**config.mk**
```make
export PLATFORM = sky130hd
export DESIGN_NAME = sab_shift
export DESIGN_NICKNAME = d
export VERILOG_FILES = /design/src/hw/rtl/shift_and_add_backprojection_unit_defines.svh /design/src/hw/rtl/sab_pkg.sv /design/src/hw/rtl/sab_shift.sv
export SDC_FILE = /design/constraint.sdc
export NUM_CORES = 2
export LEC_CHECK = 0
export BUFFER_PORTS_ARGS = -buffer_cell sky130_fd_sc_hd__buf_2
export CAP_MARGIN = 20
export CORE_UTILIZATION = 40
export CTS_BUF_LIST = sky130_fd_sc_hd__clkbuf_4 sky130_fd_sc_hd__clkbuf_8
export CTS_CLUSTER_SIZE = 10
export DETAILED_ROUTE_END_ITERATION = 7
export GPL_ROUTABILITY_DRIVEN = 0
export PLACE_DENSITY = 0.56
export SETUP_SLACK_MARGIN = 0.1
export SLEW_MARGIN = 20
export SYNTH_ARGS = -nofsm -noshare
export SYNTH_HDL_FRONTEND = slang
export SYNTH_SLANG_ARGS = --single-unit
```
**constraint.sdc**
```tcl
create_clock -name clk -period 10.11 [get_ports clk]
set_input_delay 2.022 -clock clk [delete_from_list [all_inputs] [get_ports clk]]
set_output_delay 2.022 -clock clk [all_outputs]
set_load 0.01 [all_outputs]
```
**src/hw/rtl/shift_and_add_backprojection_unit_defines.svh**
```systemverilog
// Assertion macros for the backprojection unit.
`ifndef SHIFT_AND_ADD_BACKPROJECTION_UNIT_DEFINES_SVH
`define SHIFT_AND_ADD_BACKPROJECTION_UNIT_DEFINES_SVH

`ifndef NO_ASSERTIONS
`define SAB_ASSERT_IMP(lbl, clk, rst_n, ante, cons) \
    lbl: assert property (@(posedge clk) disable iff (!rst_n) (ante) |-> (cons)) \
        else $error("assertion failed");
`define SAB_ASSERT_NXT(lbl, clk, rst_n, ante, cons) \
    lbl: assert property (@(posedge clk) disable iff (!rst_n) (ante) |=> (cons)) \
        else $error("assertion failed");
`else
`define SAB_ASSERT_IMP(lbl, clk, rst_n, ante, cons)
`define SAB_ASSERT_NXT(lbl, clk, rst_n, ante, cons)
`endif

`endif

```
**src/hw/rtl/sab_pkg.sv**
```systemverilog
`timescale 1ns / 1ps
`default_nettype none

package sab_pkg;

    localparam int CMD_W       = 1;
    localparam int PROJ_W      = 4;
    localparam int COORD_W     = 10;
    localparam int PIXEL_W     = 16;
    localparam int SUM_W       = 21;
    localparam int CFG_INDEX_W = 2;
    localparam int CFG_DATA_W  = 16;
    localparam int SLICE_W     = 8;
    localparam int LEVEL_W     = 8;
    localparam int TILT_W      = 16;
    localparam int B_W         = 16;
    localparam int R_W         = 18;
    localparam int TRIG_W      = 10;
    localparam int PROD_W      = 28;
    localparam int ACC_W       = 28;
    localparam int POS_W       = 11;

    localparam logic [CMD_W-1:0] CMD_ACCUM = 1'b0;
    localparam logic [CMD_W-1:0] CMD_READ  = 1'b1;

    localparam logic [CFG_INDEX_W-1:0] REG_SLICE  = 2'd0;
    localparam logic [CFG_INDEX_W-1:0] REG_LEVELS = 2'd1;
    localparam logic [CFG_INDEX_W-1:0] REG_TILT   = 2'd2;

    localparam logic [SLICE_W-1:0] SLICE_RESET  = 8'd0;
    localparam logic [LEVEL_W-1:0] LEVELS_RESET = 8'd200;
    localparam logic [TILT_W-1:0]  TILT_RESET   = 16'd37590;

    localparam logic signed [SUM_W-1:0] SUM_MAX = 21'sd1048575;
    localparam logic signed [SUM_W-1:0] SUM_MIN = -21'sd1048576;

    typedef enum logic [2:0] {
        ST_CLEAR,
        ST_IDLE,
        ST_MULT,
        ST_ADDR,
        ST_READ,
        ST_MODIFY
    } sab_state_t;

    typedef struct packed {
        logic             hit;
        logic [POS_W-1:0] x;
        logic [POS_W-1:0] y;
    } sab_target_t;

    function automatic logic signed [TRIG_W-1:0] cos_q8(input logic [PROJ_W-1:0] k);
        logic signed [TRIG_W-1:0] v;
        case (k)
            4'd0:    v = 10'sd256;
            4'd1:    v = 10'sd237;
            4'd2:    v = 10'sd181;
            4'd3:    v = 10'sd98;
            4'd4:    v = 10'sd0;
            4'd5:    v = -10'sd98;
            4'd6:    v = -10'sd181;
            4'd7:    v = -10'sd237;
            4'd8:    v = -10'sd256;
            4'd9:    v = -10'sd237;
            4'd10:   v = -10'sd181;
            4'd11:   v = -10'sd98;
            4'd12:   v = 10'sd0;
            4'd13:   v = 10'sd98;
            4'd14:   v = 10'sd181;
            default: v = 10'sd237;
        endcase
        return v;
    endfunction

endpackage

`default_nettype wire

```
**src/hw/rtl/sab_shift.sv**
```systemverilog
`timescale 1ns / 1ps
`default_nettype none

module sab_shift import sab_pkg::*; #(
    parameter int OUT_SIZE = 1024
) (
    input  wire logic               clk,
    input  wire logic [SLICE_W-1:0] slice_index,
    input  wire logic [LEVEL_W-1:0] level_count,
    input  wire logic [TILT_W-1:0]  tilt_sine,
    input  wire logic [PROJ_W-1:0]  projection_number,
    input  wire logic [COORD_W-1:0] row,
    input  wire logic [COORD_W-1:0] column,
    output sab_target_t             target
);

    logic signed [LEVEL_W:0]     depth;
    logic signed [25:0]          r_prod;
    logic signed [25:0]          r_round;
    logic [23:0]                 b_prod;
    logic [23:0]                 b_round;
    logic [B_W-1:0]              b_reg;
    logic signed [R_W-1:0]       r_reg;
    logic signed [TRIG_W-1:0]    cos_v;
    logic signed [TRIG_W-1:0]    sin_v;
    logic signed [PROD_W-1:0]    prod_c_reg;
    logic signed [PROD_W-1:0]    prod_s_reg;
    logic signed [ACC_W-1:0]     x_sum;
    logic signed [ACC_W-1:0]     y_sum;
    logic [ACC_W-17:0]           x_full;
    logic [ACC_W-17:0]           y_full;

    // base and depth shifts in Q8, rounded half up
    assign depth   = $signed({1'b0, level_count}) - $signed({1'b0, slice_index});
    assign r_prod  = 26'(depth) * 26'($signed({1'b0, tilt_sine}));
    assign r_round = r_prod + 26'sd128;
    assign b_prod  = 24'(level_count) * 24'(tilt_sine);
    assign b_round = b_prod + 24'd128;

    assign cos_v = cos_q8(projection_number);
    assign sin_v = cos_q8(projection_number + 4'd12);

    always_ff @(posedge clk)
    begin
        b_reg      <= b_round[23:8];
        r_reg      <= r_round[25:8];
        prod_c_reg <= PROD_W'(r_reg) * PROD_W'(cos_v);
        prod_s_reg <= PROD_W'(r_reg) * PROD_W'(sin_v);
    end

    assign x_sum = $signed({2'b0, column, 16'b0}) + $signed({4'b0, b_reg, 8'b0})
                 + prod_c_reg + 28'sd32768;
    assign y_sum = $signed({2'b0, row, 16'b0}) + $signed({4'b0, b_reg, 8'b0})
                 - prod_s_reg + 28'sd32768;

    assign x_full = x_sum[ACC_W-1:16];
    assign y_full = y_sum[ACC_W-1:16];

    assign target.x   = x_full[POS_W-1:0];
    assign target.y   = y_full[POS_W-1:0];
    assign target.hit = !x_full[ACC_W-17] && !y_full[ACC_W-17]
                     && (32'(x_full[POS_W-1:0]) < 32'(OUT_SIZE))
                     && (32'(y_full[POS_W-1:0]) < 32'(OUT_SIZE));

endmodule

`default_nettype wire

```
==> impl_metrics.csv <==
group,metric,value,unit
drt,ant_nets,0,
timing,hold_viol_final,0,
drt,drtIter0Drc,785,
global_routing,grt_first_pass_wirelength,101700,um
synthesis,yosys_warnings,0,
clock_tree,cts-hold-fix-buffers,0,
timing,rsz0062_at_grt,"no",
hold_path,min_from,"r_reg[0]$_DFF_P_",
timing,final.setup.tns,0,ns
drt,avgRoutedWirePerCell,16.13,um
synthesis,yosysUniqueCellTypes,77,
synthesis,synth_seq_area_share,0.06392,
critical_path,worstPathRequired,10.41,ns
clock_tree,clock_sinks,82,
timing,period_share,0.8513,
synthesis,synthCells,2803,
timing,clock.fmax,116.2,MHz
clock_tree,h-tree-depth,3,
critical_path,critPathLaunchType,"input pin",
clock_tree,clockRootBuffer,"clkbuf_8",
floorplanning,num_rows,92,
global_routing,grt.total_usage,0.1933,
cells_and_area,area_growth,5.998,%
global_routing,grt_pass1_vias,19900,
clock_tree,cts_repair_resize_count,0,
drt,route.detailed.drc,0,
flow_run,maxCapViolCount,0,
critical_path,critical_path.max_fanout,17,
clock_tree,tritoncts,"yes",
floorplanning,initial_utilization,0.4056,
floorplanning,io_pins,80,
timing,min_period,8.607,ns
timing,relSlewSlack,0.3014,
cells_and_area,largest_register_ffs,28,
run_status,outcome,"complete, no violations",
floorplanning,dieWidth,255.4,um
cells_and_area,fillers,6275,
clock_tree,cts_setup_buffers,0,
timing,fin_worst_skew,0.01404,ns
placed_design,dp_hpwl,49130,um
placed_design,port-buffer-count,79,
hold_path,min_path_type,"register to register",
clock_tree,clock_path_buffers,2,
drt,vias,17930,
drt,drtPass1Iterations,5,
cells_and_area,final_common_cell,"inv_1",
cells_and_area,layout_common_cells,"inv_1 (659), fa_1 (494), ha_1 (344)",
timing,drv_slew,0,
synthesis,synth_flop_cell,"dfxtp_1",
floorplanning,fp.dieH,255.4,um
synthesis,ys_seq_elements,82,
floorplanning,fp.coreArea,63310,sq um
critical_path,arrival,8.91,ns
global_routing,grt_overflow,0,
cells_and_area,fin_nets,3730,
clock_tree,clk_latency,0.42,ns
synthesis,synth_edf_count,0,
critical_path,crit_type,"input pin to register",
synthesis,synthArstFlopShare,0,
clock_tree,cts.clk_slew.worst_paths,0.09,ns
floorplanning,fp.dieArea,65220,sq um
drt,routed_wl,59470,um
critical_path,timing.rr.start,"r_reg[4]$_DFF_P_",
clock_tree,cts_buffers,9,
global_routing,antenna_found_initial,3,
drt,viasPerCell,4.864,
critical_path,worstSetupStartpoint,"level_count[0]",
synthesis,synth_nets,3698,
synthesis,syn_avg_cell_area,9.162,sq um
critical_path,end_kind,"register",
cells_and_area,drive_gt1_frac,0.05528,
synthesis,syn_area,25680,sq um
timing,max_slew.worst_pin.slew,1.048,ns
global_routing,grt_max_degree,21,
timing,setup_viol,0,
[cell type report]
cell class                 instances  area [sq um]  area share
multi-input combinational       1983         21260      0.7810
sequential                        82          1642     0.06031
timing repair buffer             100         553.0     0.02032
clock buffer                       9         123.9    0.004550
antenna                            1         2.502  0.00009193
clock inverter                     7         107.6    0.003953
inverter                         659          2474     0.09087
tap                              846          1059     0.03889
[critical path, cell delays in order]
cell and delay, ns:
buf_2 0.24, inv_1 0.11, ha_1 0.22, fa_1 0.41, nor2b_1 0.13, o21ai_0 0.08
nand2b_1 0.11, a21o_1 0.12, a21o_1 0.14, a21o_1 0.12, a21o_1 0.48, or2_2 0.22
fa_1 0.42, fa_1 0.49, inv_1 0.05, fa_1 0.49, fa_1 0.43, fa_1 0.47
ha_1 0.34, nand2_1 0.07, or4_4 0.45, a221oi_4 0.32, a41oi_2 0.20, o21ai_1 0.24
a211oi_1 0.12, o21bai_2 0.17, a21oi_1 0.10, xnor2_1 0.13
[synthesized netlist by cell type (2+ instances only)]
master    count  area (sq um)
dfxtp_1      82          1642
inv_1       659          2474
mux4_2        4         90.09
a21o_1       38         285.3
nor3_2        3         30.03
a21boi_0      3         22.52
o21ai_1      10         50.05
o21a_1       23         172.7
a31oi_1       2         12.51
buf_6         2         22.52
a211o_1       2         17.52
nor2b_1      48         300.3
o21bai_1     13         97.59
o211ai_1      2         15.01
mux2_2        2         22.52
nand2_1     169         634.4
a41oi_1       2         17.52
clkbuf_1     76         285.3
or3_1         2         12.51
mux2i_1       3         30.03
and2_1      336          2102
and4_1        2         17.52
nor4_1        4         25.02
nand3_1      10         50.05
fa_1        494          9889
a21oi_1      74         370.4
o31a_1        3         26.28
xor2_1       36         315.3
o21ai_0      29         145.1
and3_1        9         56.30
ha_1        344          4304
a211oi_1      5         37.54
or2_2        12         75.07
xnor2_1      87         762.0
nand4_1       7         43.79
nand2b_1     34         212.7
nor2_1      111         416.7
a221oi_1      3         26.28
o41ai_1       2         17.52
nor3_1       18         90.09
or2_1         2         12.51
[final timing paths]
path                                                to  slack (ns)  cells after the start
worst max-delay path                 r_reg[17]$_DFF_P_        1.50                     28
worst min-delay path             prod_s_reg[0]$_DFF_P_        0.70                      2
worst max register to register  prod_c_reg[24]$_DFF_P_        4.02                     19
worst min register to register   prod_s_reg[0]$_DFF_P_        0.70                      2
[logic make-up (layout without fill, tap and decap cells)]
kind of cell               Yosys count  after routing  share of synthesized area
DFF                                 82             82                    0.06392
other                                0              1                          0
adders and majority gates          838            838                     0.5527
AOI/OAI and AO/OA                  234            234                    0.06314
muxes                               11             11                   0.007016
xor gates and xnor gates           123            123                    0.04195
buffers and inverters              738            775                     0.1085
and+or+nand+nor                    777            777                     0.1628
[metal layers]
metal / global-route usage / share of wire / vias up
li1: - / - / 8506
met4: 0.04803 / 0.017 / 0
met3: 0.01845 / 0.037 / 61
met5: 0 / 0 / -
met2: 0.3310 / 0.48 / 321
met1: 0.2613 / 0.46 / 9045
[metrics by stage]
step	utilization	hold slack, ns	instance area (sq um)	setup WS [ns]	cells
3_3_place_gp	0.4263	0.6799	26990	1.153	3670
4_1_cts	0.4299	0.7125	27220	1.500	3686
2_1_floorplan	-	0.4998	25680	1.665	2803
5_1_grt	0.4300	0.7293	27220	1.104	3687
6_report	0.4300	0.7050	27220	1.503	3687
3_5_place_dp	0.4263	0.6922	26990	1.051	3670
Power is left out: the tool's default activity adds up to more than one toggle a clock period on the data nets, which glitch-free logic cannot reach.
